File: src/rtl/mtq_pkg.sv
// ----------------------------------------------------------------------------
// mtq_pkg
// Shared constants and types of the max tracking queue: store geometry,
// operation codes and status codes.
// ----------------------------------------------------------------------------
package mtq_pkg;

    localparam int STORE_DEPTH = 64;
    localparam int AW          = $clog2(STORE_DEPTH);
    localparam int CW          = $clog2(STORE_DEPTH + 1);
    localparam int DW          = 64;
    localparam int EW          = 2 * DW;

    typedef enum logic [1:0] {
        OP_ENQ   = 2'd0,
        OP_DEQ   = 2'd1,
        OP_EMPTY = 2'd2,
        OP_MAX   = 2'd3
    } t_op;

    typedef enum logic [1:0] {
        ST_OK    = 2'd0,
        ST_EMPTY = 2'd1,
        ST_FULL  = 2'd2
    } t_status;

endpackage

File: src/rtl/mtq_max.sv
// ----------------------------------------------------------------------------
// mtq_max
// Shared signed compare unit: returns the larger of two 64-bit words.
// ----------------------------------------------------------------------------
module mtq_max (
    input  logic signed [mtq_pkg::DW-1:0] i_a,
    input  logic signed [mtq_pkg::DW-1:0] i_b,
    output logic signed [mtq_pkg::DW-1:0] o_max
);

    assign o_max = (i_a > i_b) ? i_a : i_b;

endmodule

File: config.mk
export PLATFORM = sky130hd
export DESIGN_NAME = mtq_max
export DESIGN_NICKNAME = d
export VERILOG_FILES = /design/src/rtl/mtq_pkg.sv /design/src/rtl/mtq_max.sv
export SDC_FILE = /design/constraint.sdc
export NUM_CORES = 1
export LEC_CHECK = 0
export BUFFER_PORTS_ARGS = -buffer_cell sky130_fd_sc_hd__buf_2
export CORE_AREA = 2 2 88 90
export DETAILED_ROUTE_END_ITERATION = 16
export DIE_AREA = 0 0 90 92
export PLACE_DENSITY = 0.71
export SYNTH_ARGS = -nofsm -noshare
export SYNTH_HDL_FRONTEND = slang
export SYNTH_SLANG_ARGS = --single-unit
export TNS_END_PERCENT = 20
File: constraint.sdc
create_clock -name vclk -period 6.6
set_clock_uncertainty 0.15 [all_clocks]
set_input_delay 1.32 -clock vclk [all_inputs]
set_output_delay 1.32 -clock vclk [all_outputs]
set_load 0.01 [all_outputs]
==> flow_metrics.env <==
export IMPL_drtIter0Drc=56
export IMPL_die_x_um=90
export IMPL_grt_pass1_wl_mm=11.9
export IMPL_core_area_um2=7450
export IMPL_fillerInstances=770
export IMPL_grt_use_total=0.164
export IMPL_p_sw_uw=152
export IMPL_synthCells=305
export IMPL_cp_top_family="simple AND/OR/NAND/NOR gates"
export IMPL_crit_chain="buf_2 -> ha_1 -> nand4_1 -> nor3_1 -> a22o_1 -> nor4_1 -> nand3_1 -> nor3_2 -> mux2i_4 -> buf_4 -> mux2_1 -> buf_2"
export IMPL_post_dp_cell_area_um2=3510
export IMPL_path_class="input port to primary output"
export IMPL_wl_per_cell_um=12.2
export IMPL_avgSynthCellArea_um2=8.12
export IMPL_crit_path_start="i_a[63]"
export IMPL_grt_max_degree=34
export IMPL_ir_drop_mv=0.0391
export IMPL_end_kind="primary output"
export IMPL_postCtsHoldBufs=0
export IMPL_syn_area_um2=2480
export IMPL_cts_resized=0
export IMPL_multi_input_area_um2=2160
export IMPL_setup_viol=0
export IMPL_diodes=0
export IMPL_hold_end="o_max[15]"
export IMPL_p_seq_frac=0
export IMPL_worst_ep_required_time_ps=5130
export IMPL_synth_cell_types=29
export IMPL_synth_fp_nets=497
export IMPL_p_int_uw=164
export IMPL_fin_nets=687
export IMPL_min_period_ps=5770
export IMPL_leakage_uw=0.00210
export IMPL_gp_congestion=0.747
export IMPL_cap_violations=0
export IMPL_final_setup_worst_slack_ps=829
export IMPL_port_buffers=192
export IMPL_cp_slowest_stage_delay_ps=410
export IMPL_dpl_worst_slack_ps=761
export IMPL_setup_tns_ps=0
export IMPL_hp_start="i_b[15]"
export IMPL_synthTopCellsByArea="ha_1 (32%), mux2_2 (21%), inv_1 (10%), mux2_4 (6.1%), a21oi_1 (5.5%)"
export IMPL_crit_path_frequent_cell="buf_2"
export IMPL_regArea_um2=0
export IMPL_nClkBuffers=0
export IMPL_slew_headroom=0.708
export IMPL_swShare=0.480
export IMPL_worst_setup_path_start_kind="input port"
export IMPL_start_util=0.333
export IMPL_area_growth_synth_to_final_pct=41.8
export IMPL_vias=2861
export IMPL_ant_nets=0
export IMPL_arrival_ps=4300
export IMPL_viasPerCell=4.81
export IMPL_antenna_found_initial=0
export IMPL_grt_pass1_vias=2839
export IMPL_holdPathStages=3
export IMPL_post_cts_buffers=0
export IMPL_fin_crit_sh=0.874
export IMPL_comb_power_share=1.000
export IMPL_hp_class="input port to primary output"
export IMPL_synth_top_area_share=0.323
export IMPL_stdcell_area_um2=3510
export IMPL_crit_buf_inv=3
export IMPL_dr_pass1_iters=4
export IMPL_tightest_slew_ps=434
export IMPL_io_pins=192
export IMPL_power_density_nw_per_um2=90.0
export IMPL_wirelength_mm=7.26
export IMPL_max_freq_ghz=0.173
export IMPL_rows=32
export IMPL_synth_top_area_cell="ha_1"
export IMPL_utilization=0.472
export IMPL_yosysSeqAreaShare=0
export IMPL_pwr_share_clk=0
export IMPL_nFlopsAndLatches=0
export IMPL_rsz0062_at_grt="false"
export IMPL_die_area_um2=8280
export IMPL_cp_max_fo=31
export IMPL_crit_slowest_cell="buf_4"
export IMPL_maxSlewViolCount=0
export IMPL_status="finished clean"
export IMPL_hold_viol=0
export IMPL_drc=0
export IMPL_grt_overflow=0
export IMPL_power_total_uw=316
export IMPL_hpwl_mm=6.75
export IMPL_drive_above_1_share=0.513
export IMPL_dieHeight_um=92
export IMPL_yosysWarnings=0
[logic make-up (layout without fill, tap and decap cells)]
logic type	Yosys count	after routing	synth area share
compound gates	48	48	0.114
simple gates	55	55	0.119
mux	65	65	0.315
fa+ha+maj	64	64	0.323
buf+inv	73	261	0.129
[through the flow]
stage	hold slack (ps)	std cells
after floorplan	2620	305
after global placement	2800	595
after detailed placement	2800	595
after CTS	2810	595
after global routing	2830	595
final	2810	595
[synth_stat cells, drive strengths merged (4+ instances only)]
master,count
a21oi,27
buf,6
ha,64
inv,67
mux2,64
nand2,14
nand3,11
nand4,12
nor2,4
nor4,6
o21ai,8
[power by group through the flow]
stage	logic (uW)	registers (uW)	clock network, uW
finish	316	0	0
global route	351	0	0
CTS	320	0	0
detailed placement	318	0	0
global placement	312	0	0
floorplan	205	0	0
[worst max path at each step]
stage                endpoint  cells after the start
global placement     o_max[0]                     12
global route        o_max[53]                     13
CTS                 o_max[56]                     12
finish              o_max[56]                     12
detailed placement  o_max[56]                     12
floorplan           o_max[13]                     11
[cell type report]
class	instances	share of cell area
Tap cell	102	0.0363
Inverter	67	0.0716
Multi-Input combinational cell	232	0.614
Timing Repair Buffer	194	0.278
[placed cells by master, fill, tap and decap left out]
cell type  netlist  routed
a211oi_1         1       1
a21boi_0         1       1
a21o_1           3       3
a21oi_1         27      27
a221o_1          1       1
a221oi_1         3       3
a22o_1           1       1
a41o_1           1       1
and2_1           1       1
and3_1           1       1
and4_1           2       2
buf_2            0     192
buf_4            0       2
ha_1            64      64
inv_1           67      67
mux2_1           7       7
mux2_2          47      47
mux2_4          10      10
mux2i_4          1       1
nand2_1         14      14
nand3_1         11      11
nand4_1         12      12
nor2_1           4       4
nor3_1           2       2
nor3_2           1       1
nor4_1           6       6
o21ai_0          8       8
o21bai_1         1       1
o31ai_1          1       1
or3b_1           1       1
[metal layers]
| layer | vias up | wire, um | GRT usage |
|---|---|---|---|
| li1 | 1468 | - | - |
| met1 | 1276 | 2850 | 0.188 |
| met2 | 113 | 3870 | 0.341 |
| met3 | 4 | 494 | 0.0148 |
| met4 | 0 | 44 | 0.00769 |
| met5 | - | 0 | 0 |
Note: power is estimated with default switching activity, not from simulation.
